==> src/sv/ckct_pkg.sv <==
`timescale 1ns / 1ps
package ckct_pkg;

  localparam int unsigned DEPTH     = 16;
  localparam int unsigned TAG_WIDTH = 16;

  localparam int unsigned ADDR_W = (DEPTH > 1) ? $clog2(DEPTH) : 1;
  localparam int unsigned CNT_W  = $clog2(DEPTH + 1);
  localparam int unsigned IDX_W  = 8;
  localparam int unsigned CMP_W  = (CNT_W > IDX_W) ? CNT_W : IDX_W;

  typedef enum logic [1:0] {
    REQ_INSERT = 2'd0,
    REQ_SEARCH = 2'd1,
    REQ_INDEX  = 2'd2
  } req_e;

  typedef enum logic [1:0] {
    S_IDLE,
    S_EXEC,
    S_SCAN
  } state_e;

  typedef struct packed {
    logic [1:0]  req_type;
    logic [7:0]  key_char;
    logic [15:0] child_tag;
    logic [7:0]  entry_index;
  } req_t;

  typedef struct packed {
    logic        found;
    logic [7:0]  out_char;
    logic [15:0] out_tag;
    logic [4:0]  entry_count;
    logic        full_drop;
  } res_t;

  typedef struct packed {
    logic load;
    logic do_insert;
    logic do_index;
    logic do_nop;
    logic scan_init;
    logic scan_dec;
    logic emit_hit;
    logic emit_miss;
  } ctrl_cmd_t;

  typedef struct packed {
    logic [1:0] req_type;
    logic       scan_empty;
    logic       scan_hit;
  } dp_stat_t;

  // ascii upper case folds to lower case, other bytes unchanged
  function automatic logic [7:0] fold_case(input logic [7:0] ch);
    logic [7:0] r;
    r = ch;
    if (ch >= 8'h41 && ch <= 8'h5A) begin
      r = ch + 8'h20;
    end
    return r;
  endfunction

endpackage

==> src/sv/ckct_ctrl.sv <==
`timescale 1ns / 1ps
module ckct_ctrl (
  input  logic                clk_i,
  input  logic                rst_ni,
  input  logic                start_i,
  input  ckct_pkg::dp_stat_t  stat_i,
  output ckct_pkg::ctrl_cmd_t cmd_o,
  output logic                busy_o
);
  import ckct_pkg::*;

  state_e state_q, state_d;

  always_ff @(posedge clk_i or negedge rst_ni) begin
    if (!rst_ni) begin
      state_q <= S_IDLE;
    end else begin
      state_q <= state_d;
    end
  end

  always_comb begin
    state_d = state_q;
    cmd_o   = '0;
    busy_o  = 1'b1;
    case (state_q)
      S_IDLE: begin
        busy_o = 1'b0;
        if (start_i) begin
          cmd_o.load = 1'b1;
          state_d    = S_EXEC;
        end
      end
      S_EXEC: begin
        case (stat_i.req_type)
          REQ_INSERT: begin
            cmd_o.do_insert = 1'b1;
            state_d         = S_IDLE;
          end
          REQ_INDEX: begin
            cmd_o.do_index = 1'b1;
            state_d        = S_IDLE;
          end
          REQ_SEARCH: begin
            cmd_o.scan_init = 1'b1;
            state_d         = S_SCAN;
          end
          default: begin
            cmd_o.do_nop = 1'b1;
            state_d      = S_IDLE;
          end
        endcase
      end
      S_SCAN: begin
        // walk from newest entry down to slot zero
        if (stat_i.scan_empty) begin
          cmd_o.emit_miss = 1'b1;
          state_d         = S_IDLE;
        end else if (stat_i.scan_hit) begin
          cmd_o.emit_hit = 1'b1;
          state_d        = S_IDLE;
        end else begin
          cmd_o.scan_dec = 1'b1;
        end
      end
      default: begin
        state_d = S_IDLE;
      end
    endcase
  end

endmodule

==> src/sv/ckct_dp.sv <==
`timescale 1ns / 1ps
module ckct_dp (
  input  logic                clk_i,
  input  logic                rst_ni,
  input  ckct_pkg::req_t      req_i,
  input  ckct_pkg::ctrl_cmd_t cmd_i,
  output ckct_pkg::dp_stat_t  stat_o,
  output ckct_pkg::res_t      res_o,
  output logic                done_o
);
  import ckct_pkg::*;

  logic [7:0]           char_mem [DEPTH];
  logic [TAG_WIDTH-1:0] tag_mem  [DEPTH];

  req_t             req_q;
  logic [CNT_W-1:0] count_q, count_d;
  logic [CNT_W-1:0] ptr_q, ptr_d;
  res_t             res_q, res_d;
  logic             done_q, done_d;

  logic                 full;
  logic                 idx_hit;
  logic [CNT_W-1:0]     slot;
  logic [CNT_W-1:0]     ptr_m1;
  logic [ADDR_W-1:0]    rd_addr;
  logic [7:0]           rd_char;
  logic [TAG_WIDTH-1:0] rd_tag;
  logic                 do_write;

  assign full     = (count_q == CNT_W'(DEPTH));
  assign idx_hit  = (CMP_W'(req_q.entry_index) < CMP_W'(count_q));
  assign slot     = count_q - CNT_W'(1) - CNT_W'(req_q.entry_index);
  assign ptr_m1   = ptr_q - CNT_W'(1);
  assign rd_addr  = cmd_i.do_index ? slot[ADDR_W-1:0] : ptr_m1[ADDR_W-1:0];
  assign rd_char  = char_mem[rd_addr];
  assign rd_tag   = tag_mem[rd_addr];
  assign do_write = cmd_i.do_insert && !full;

  assign stat_o.req_type   = req_q.req_type;
  assign stat_o.scan_empty = (ptr_q == '0);
  assign stat_o.scan_hit   = (fold_case(rd_char) == fold_case(req_q.key_char));

  always_ff @(posedge clk_i) begin
    if (do_write) begin
      char_mem[count_q[ADDR_W-1:0]] <= req_q.key_char;
      tag_mem[count_q[ADDR_W-1:0]]  <= TAG_WIDTH'(req_q.child_tag);
    end
  end

  always_ff @(posedge clk_i) begin
    if (cmd_i.load) begin
      req_q <= req_i;
    end
    res_q <= res_d;
  end

  always_comb begin
    count_d = count_q;
    ptr_d   = ptr_q;
    done_d  = 1'b0;
    res_d   = res_q;
    if (do_write) begin
      count_d = count_q + CNT_W'(1);
    end
    if (cmd_i.scan_init) begin
      ptr_d = count_q;
    end else if (cmd_i.scan_dec) begin
      ptr_d = ptr_m1;
    end
    if (cmd_i.do_insert || cmd_i.do_nop || cmd_i.emit_miss ||
        (cmd_i.do_index && !idx_hit)) begin
      done_d            = 1'b1;
      res_d             = '0;
      res_d.entry_count = 5'(count_d);
      res_d.full_drop   = cmd_i.do_insert && full;
    end else if (cmd_i.emit_hit || cmd_i.do_index) begin
      done_d            = 1'b1;
      res_d             = '0;
      res_d.found       = 1'b1;
      res_d.out_char    = rd_char;
      res_d.out_tag     = 16'(rd_tag);
      res_d.entry_count = 5'(count_q);
    end
  end

  always_ff @(posedge clk_i or negedge rst_ni) begin
    if (!rst_ni) begin
      count_q <= '0;
      ptr_q   <= '0;
      done_q  <= 1'b0;
    end else begin
      count_q <= count_d;
      ptr_q   <= ptr_d;
      done_q  <= done_d;
    end
  end

  assign res_o  = res_q;
  assign done_o = done_q;

endmodule

==> src/sv/char_keyed_child_table.sv <==
`timescale 1ns / 1ps
// channel   handshake          payload
// request   start_i / busy_o   req_i   (req_type, key_char, child_tag, entry_index)
// result    done_o strobe      res_o   (found, out_char, out_tag, entry_count, full_drop)
//
// a word is taken when start_i is high and busy_o low; busy_o then stays high
// insert, index read and unused codes: result registered from the execute state
// search: held entries are read one at a time, newest first, through the single
// read port of the entry store, until a case-folded key match or none is left
// reset clears the fill count and control, the entry store needs no clearing
// done_o is high for a single cycle and res_o holds until the next result; the receiver cannot stall it
module char_keyed_child_table (
  input  logic           clk_i,
  input  logic           rst_ni,
  input  logic           start_i,
  input  ckct_pkg::req_t req_i,
  output logic           busy_o,
  output logic           done_o,
  output ckct_pkg::res_t res_o
);
  import ckct_pkg::*;

  ctrl_cmd_t cmd;
  dp_stat_t  stat;

  ckct_ctrl u_ctrl (
    .clk_i   (clk_i),
    .rst_ni  (rst_ni),
    .start_i (start_i),
    .stat_i  (stat),
    .cmd_o   (cmd),
    .busy_o  (busy_o)
  );

  ckct_dp u_dp (
    .clk_i  (clk_i),
    .rst_ni (rst_ni),
    .req_i  (req_i),
    .cmd_i  (cmd),
    .stat_o (stat),
    .res_o  (res_o),
    .done_o (done_o)
  );

endmodule
==> config.mk <==
export PLATFORM = sky130hd
export DESIGN_NAME = char_keyed_child_table
export DESIGN_NICKNAME = d
export VERILOG_FILES = /design/src/sv/ckct_pkg.sv /design/src/sv/ckct_ctrl.sv /design/src/sv/ckct_dp.sv /design/src/sv/char_keyed_child_table.sv
export SDC_FILE = /design/constraint.sdc
export NUM_CORES = 1
export LEC_CHECK = 0
export BUFFER_PORTS_ARGS = -buffer_cell sky130_fd_sc_hd__clkbuf_2
export CAP_MARGIN = 10
export CORE_ASPECT_RATIO = 1.75
export CORE_UTILIZATION = 35
export DETAILED_ROUTE_END_ITERATION = 8
export MAX_ROUTING_LAYER = met4
export PLACE_DENSITY = 0.62
export SLEW_MARGIN = 30
export SYNTH_ARGS = -nofsm -noshare
export SYNTH_HDL_FRONTEND = slang
export SYNTH_SLANG_ARGS = --single-unit
export TNS_END_PERCENT = 5
==> constraint.sdc <==
create_clock -name clk_i -period 14.7 [get_ports clk_i]
set_input_delay 2.205 -clock clk_i [delete_from_list [all_inputs] [get_ports clk_i]]
set_output_delay 2.205 -clock clk_i [all_outputs]
set_load 0.05 [all_outputs]
Word-level counts from Yosys, hierarchy flattened
Memories as Yosys holds them, arrays and structs flattened. A register that Yosys moved wholly into a read port is not among the register bits.
Index checks and enable logic that the tools add are counted.
{"block": "word_totals", "mem_count": 2, "ff_bits": 62, "ramBits": 384, "output_inout_bits": 33, "latchBits": 0, "wordCells": 81, "input_bits": 37, "rom_bits": 0}
{"memory": "u_dp.tag_mem", "depth": 16, "word_bits": 16, "read_ports": 1, "rd_clocked_by_memory_dff": 1, "wr": 1, "line": "ckct_dp.sv:14", "text": "logic [TAG_WIDTH-1:0] tag_mem [DEPTH];"}
{"memory": "u_dp.char_mem", "depth": 16, "word_bits": 8, "read_ports": 1, "rd_clocked_by_memory_dff": 0, "wr": 1, "line": "ckct_dp.sv:13", "text": "logic [7:0] char_mem [DEPTH];"}
{"block": "classes", "n_reduce_logical": 18, "n_addsub": 6, "order_cmp": 5, "n_shift": 0, "div": 0, "n_bitwise": 0, "mux": 30, "eq_ne": 8, "multipliers": 0}
{"cell": "adder 8 x 6 -> 8 bit (second input constant)", "n": 2}
{"cell": ">= comparator 8 x 7 -> 1 bit (second input constant)", "n": 2}
{"cell": "less-or-equal comparator 8 x 7 -> 1 bit (second input constant)", "n": 2}
{"cell": "two-way mux 8 bit", "n": 2}
{"cell": "two-way mux 5 bit", "n": 3}
{"cell": "two-way mux 1 bit", "n": 14}
{"cell": "two-way mux 6 bit", "n": 2}
{"cell": "two-way mux 2 bit", "n": 5}
{"cell": "equality test 8 bit", "n": 1}
{"cell": "< comparator 8 x 5 -> 1 bit", "n": 1}
{"cell": "two-way mux 4 bit", "n": 2}
{"cell": "one-hot mux 2 bit (3 select lines)", "n": 1}
{"cell": "adder 5 x 1 -> 5 bit (second input constant)", "n": 1}
{"cell": "equality test 5 bit (second input constant)", "n": 1}
{"cell": "logical AND 1 bit", "n": 5}
{"cell": "logical NOT 5 bit", "n": 1}
{"cell": "subtractor 5 x 1 -> 5 bit (second input constant)", "n": 1}
{"cell": "equality test 2 x 1 -> 1 bit (second input constant)", "n": 2}
{"cell": "equality test 2 bit (second input constant)", "n": 2}
{"cell": "logical NOT 2 bit", "n": 2}
{"cell": "logical OR 1 bit", "n": 4}
{"cell": "nonzero test 2 bit", "n": 2}
{"cell": "subtractor 4 x 1 -> 4 bit (second input constant)", "n": 1}
{"cell": "subtractor 4 bit", "n": 1}
{"cell": "6 further kinds", "n": 7}

Longest topological paths before layout
An unclocked memory read counts as a cell.
{"block": "logic_depth", "ltp_word": 16, "depth_mapped": 21, "mapped_depth_nobuf": 18}

Cells and area by module
From an unflattened synthesis, not the netlist that was laid out.
{"block": "hier_totals", "hier_cells": 1337, "hier_area_um2": 18808.0}
{"mod": "ckct_dp", "area_each_um2": 18650.4, "n_inst": 1, "cells_per_inst": 1321, "seq_area_each_um2": 13508.0}
{"mod": "ckct_ctrl", "area_each_um2": 157.7, "n_inst": 1, "cells_per_inst": 16, "seq_area_each_um2": 50.0}

Worst setup path before layout
OpenSTA, ideal clock, no wires.
{"block": "synth_path", "path_type": "reg-to-reg", "startpoint": "register u_dp.count_q[2]", "endpoint": "register u_dp.res_q, in the netlist u_dp.res_o[0], enable pin", "setup_time_ns": 0.322, "t_required_ns": 14.378, "n_path_buf": 5, "arrival_time_ns": 4.315, "path_stages_with_launch": 20, "slack_ns": 10.063, "synth_period_minus_slack_ns": 4.637, "cell_sequence": "dfrtp_1 > clkbuf_1 > inv_1 > ha_1 > nand3_1 > and4_1 > nor3_2 > clkbuf_1 > buf_2 > mux2i_1 > a21oi_1 > ha_1 > xnor3_1 > nor2_1 > mux2i_1 > nor4_2 > a21o_1 > buf_6 > buf_12 > or2_1"}
{"block": "synth_between", "elab_chain_len": 13, "elab_cells_between_ends": 19, "classes_between": "add/sub (3); order compare (3); eq/ne (1); mux (5); reduce/logical (6); memory (1)"}
{"item": "from (decl)", "line": "ckct_dp.sv:17", "text": "logic [CNT_W-1:0] count_q, count_d;"}
{"item": "from (signal assigned)", "line": "ckct_dp.sv:93", "text": "count_q <= count_d;"}
{"item": "subtractor 4 x 1 -> 4 bit (*)", "line": "ckct_dp.sv:33", "text": "assign slot = count_q - CNT_W'(1) - CNT_W'(req_q.entry_index);"}
{"item": "subtractor 4 bit (*)", "line": "ckct_dp.sv:33"}
{"item": "two-way mux 4 bit (*)", "line": "ckct_dp.sv:35", "text": "assign rd_addr = cmd_i.do_index ? slot[ADDR_W-1:0] : ptr_m1[ADDR_W-1:0];"}
{"item": "memory read (16 x 8 bit) (*)"}
{"item": "via u_dp.rd_char[6]", "line": "ckct_dp.sv:27", "text": "logic [7:0] rd_char;"}
{"item": ">= comparator 8 x 7 -> 1 bit or less-or-equal comparator 8 x 7 -> 1 bit (tied branches)", "line": "ckct_pkg.sv:60", "text": "if (ch >= 8'h41 && ch <= 8'h5A) begin"}
{"item": "logical AND 1 bit", "line": "ckct_pkg.sv:60"}
{"item": "two-way mux 8 bit (*)", "line": "ckct_pkg.sv:60"}
{"item": "equality test 8 bit (*)", "line": "ckct_dp.sv:42", "text": "assign stat_o.scan_hit = (fold_case(rd_char) == fold_case(req_q.key_char));"}
{"item": "two-way mux 1 bit (*)", "line": "ckct_ctrl.sv:59", "text": "end else if (stat_i.scan_hit) begin"}
{"item": "two-way mux 2 bit (*)", "line": "ckct_ctrl.sv:56", "text": "if (stat_i.scan_empty) begin"}
{"item": "two-way mux 3 bit (*)", "line": "ckct_ctrl.sv:26", "text": "case (state_q)"}
{"item": "logical OR 1 bit (*)", "line": "ckct_dp.sv:77", "text": "end else if (cmd_i.emit_hit || cmd_i.do_index) begin"}
{"item": "nonzero test 2 bit (no source line) (*)"}
{"item": "to (signal assigned)", "line": "ckct_dp.sv:55", "text": "res_q <= res_d;"}
{"item": "to (decl)", "line": "ckct_dp.sv:19", "text": "res_t res_q, res_d;"}
Mark *: on every way through the listed nets, which the timed path passes. The rest lies on a longest branch.
A chain may end at the register's enable or synchronous reset.

Worst setup path after layout
{"block": "layout_path", "startpoint": "register u_dp.count_q[0]", "endpoint": "register u_dp.res_q, in the netlist u_dp.res_o[3], enable pin"}
Same word-level chain as after synthesis.

==> results.cfg <==
[placed_design]
dpl_cell_area_sq_um = 19600
buffers_on_ports = 69
place_hpwl_um = 23900
place.detailed.instances = 1751
place_congestion = 0.805

[final_layout]
layout.filler_cells = 4620
final_cell_mix = 424 x edfxtp_1, 101 x nand2_1, 74 x mux4_2
layout_commonest_cell = edfxtp_1
layout.nets = 1174
layout-area-overhead-vs-synth_pct = 13.5
layout_cell_share_with_drive_strength_beyond_1_pct = 22.5
utilization_pct = 40.5
design_area_sq_um = 20900
number_of_standard_cells_in_the_layout_taps_in_and_fillers_out = 1824
antenna-diode-count = 0

[routing]
firstDrtPassIters = 4
routed_wirelength_um = 42300
avgViaCountPerCell = 5.22
initialDrtViolationCount = 686
ant_nets = 0
num_vias = 9528
wl_per_cell_um = 23.2
drt_drc_violations_left = 0

[timing]
report.final.setup_viol = 0
timing.setup.tns_ns = 0
rsz_0062_raised_after_global_routing = false
share_of_the_clock_period_used_by_the_worst_path_after_layout_pct = 42.6
max_slew_margin_pct = 35.3
fmax_mhz = 160
slew_violations = 0
final.min_clock_period_ns = 6.26
finalClockSkew_ns = 0.0245
timing.final.hold_violations = 0
worstMarginPinSlew_ns = 0.962

[floorplan]
dieHeight_um = 305
die_w_um = 175
fp.dieArea_sq_um = 53500
initial_utilization_pct = 35.6
core_region_area_sq_um = 51600
floorplan.io_pins = 70
row_count = 110

[clock_network]
post_cts_resized = 0
cts_tree = built
hold_buffers = 0
cts.htree.levels = 2
insertion_delay_ns = 0.55
cts-buffers-inserted = 40
clk_pin_slew_worst_paths_ns = 0.06
clock_sinks = 462
max-clock-path-buffers = 3
postCtsSetupRepairBufs = 0
cts_root_buf = clkbuf_16

[global_route]
globalRoute.totalOverflow = 0
grt_max_degree = 98
antenna_violations_before_repair = 0
grt_util_all_layers_pct = 16.4
first_global_vias = 10000
grt_first_pass_wirelength_um = 62400

[synthesis]
yosys.area_share.adder_pct = 1.13
synth_edf_count = 424
synthArstFlopShare_pct = 2.81
syn_area_per_cell_sq_um = 17.8
simple_gate_portion_of_the_synthesized_area_pct = 6.02
yosys_register_bits = 462
syn-num-nets = 1088
ys_dominant_reg_cell = edfxtp_1
synth_area_sq_um = 18400
synthTopCellsByArea = edfxtp_1 69%, mux4_2 9.1%, dfxtp_1 2.7%
yosys_synthesis_warning_count = 0
synth_top_cell_by_area = edfxtp_1
combinational_family_with_the_most_area_after_synthesis = multiplexers
area_fraction_in_compound_gates_after_synthesis_pct = 3.91
xor_and_xnor_area_share_after_synthesis_pct = 1.03
synthCells = 1035
post-synth-top-area-fraction_pct = 69.2
synthMuxAreaShare_pct = 12.3
synthDistinctLibCells = 70
synth-seq-area-share_pct = 73.7

[status]
run_status = finished, final reports clean

[worst_setup_path]
timing.rr.start = u_dp.count_q[0]$_DFF_PN0_
worst_setup_end_kind = flop
timing.critical_path.required_ns = 14.92
crit_path_max_fanout = 49
reg2reg_slack_ns = 8.44
crit_arrival_ns = 6.48
worstReg2RegEnd = u_dp.res_o[3]$_DFFE_PP_
worstSetupStartpointType = flop
worst-setup-path-type = flop to flop
timing.reg2reg.worst_path_depth = 17

[pwr]
total_power_w = 0.00434
vdd_drop_max_mv = 0.152
power.density_nw_per_um2 = 208
power.leakage_nw = 6.90

[worst_hold_path]
timing.hold.worst_path_depth = 2
holdCritPathClass = flop to flop
holdCritStartpoint = u_dp.res_o[30]$_SDFFE_PN0P_
timing.hold.worst_endpoint = u_dp.res_o[30]$_SDFFE_PN0P_

[job]
max_cap_violations = 0
-- cell usage after synthesis, types with 4 or more instances --
master      n
a31oi_1    18
o211ai_1    6
inv_1      18
and3_1      5
a21oi_1    21
buf_1       6
nor2_1     50
mux2_2      4
xnor2_1    16
a32oi_1    10
mux2i_1    47
and2_1     18
dfxtp_1    25
nor4_1      7
nor2b_1     4
ha_1       15
a211oi_1   18
dfrtp_1    13
nand2b_1    8
nor3_1      9
or3_1       4
nand3_1    14
clkbuf_1   24
mux4_2     74
buf_2      13
nand2_1   101
edfxtp_1  424
-- how the worst max path moves through the flow --
| stage | startpoint | to | depth (start not counted) |
|---|---|---|---|
| 3_3_place_gp | u_dp.count_q[0]$_DFF_PN0_ | u_dp.res_o[0]$_SDFFCE_PP0P_ | 17 |
| 6_report | u_dp.count_q[0]$_DFF_PN0_ | u_dp.res_o[3]$_DFFE_PP_ | 17 |
| 5_1_grt | u_dp.count_q[0]$_DFF_PN0_ | u_dp.res_o[0]$_SDFFCE_PP0P_ | 17 |
| 3_5_place_dp | u_dp.count_q[0]$_DFF_PN0_ | u_dp.res_o[5]$_DFFE_PP_ | 17 |
| 2_1_floorplan | u_dp.count_q[2]$_DFF_PN0_ | u_dp.res_o[0]$_SDFFCE_PP0P_ | 19 |
| 4_1_cts | u_dp.count_q[0]$_DFF_PN0_ | u_dp.res_o[0]$_SDFFCE_PP0P_ | 17 |
-- logic make-up (layout without fill, tap and decap cells) --
group,after synthesis,in the layout
adder cells (fa/ha/maj),16,16
flip-flops,462,462
multiplexers,131,131
AO/OA/AOI/OAI,100,100
XOR/XNOR,20,20
AND/OR/NAND/NOR,237,237
buffers and inverters,69,186
-- per-stage QoR --
step	setup slack, ns	hold WS, ns
after CTS	8.03	0.492
after global placement	8.20	0.456
after floorplan	10.06	0.477
after global routing	8.05	0.520
final	8.44	0.475
after detailed placement	8.03	0.475
-- critical path, stage by stage, from the launching register on --
cell and delay [ns]:
dfrtp_1 0.46, ha_1 0.21, inv_1 0.06, fa_1 0.53, mux2i_4 0.17, buf_4 0.46
buf_4 0.69, mux4_2 0.32, nor2b_1 0.13, a211oi_1 0.06, a21oi_1 0.44, ha_1 0.24
xnor3_1 0.38, nor2_1 0.10, mux2i_1 0.09, nor4_2 0.63, a21o_4 0.60, or2_1 0.33
-- sequential cells by signal (all words and copies together), names as in the netlist --
register and count:
u_dp.char_mem 128, u_dp.tag_mem 256, u_dp.count_q 5, u_dp.stat_o 2, u_dp.res_o 31, u_dp.ptr_q 5
u_ctrl.state_q 2, u_dp.done_o 1, u_dp.req_q 32
-- per-layer routing --
metal	up-vias	global-route usage [%]	share of wire (%)
met5	-	-	0
li1	4226	-	-
met4	0	7.38	3.9
met1	4946	18.0	38
met3	98	1.92	3.7
met2	258	29.6	54
-- cell type report --
class	count	area, sq um	area share, %
flip-flops and latches	462	13600	64.9
multi-input cells	504	4610	22.1
clock buffers	57	1140	5.44
well taps	672	841	4.03
repair buffers	94	546	2.61
clock inverters	16	118	0.563
inverters	19	71.3	0.342
-- power by group --
part / leakage (nW) / internal (W) / total, W / switching, W
combinational: 2.09 / 0.000662 / 0.00166 / 0.000998
clock: 0.611 / 0.000559 / 0.00102 / 0.000459
sequential: 4.20 / 0.00156 / 0.00166 / 0.000101
(Power assumes the default switching activity.)
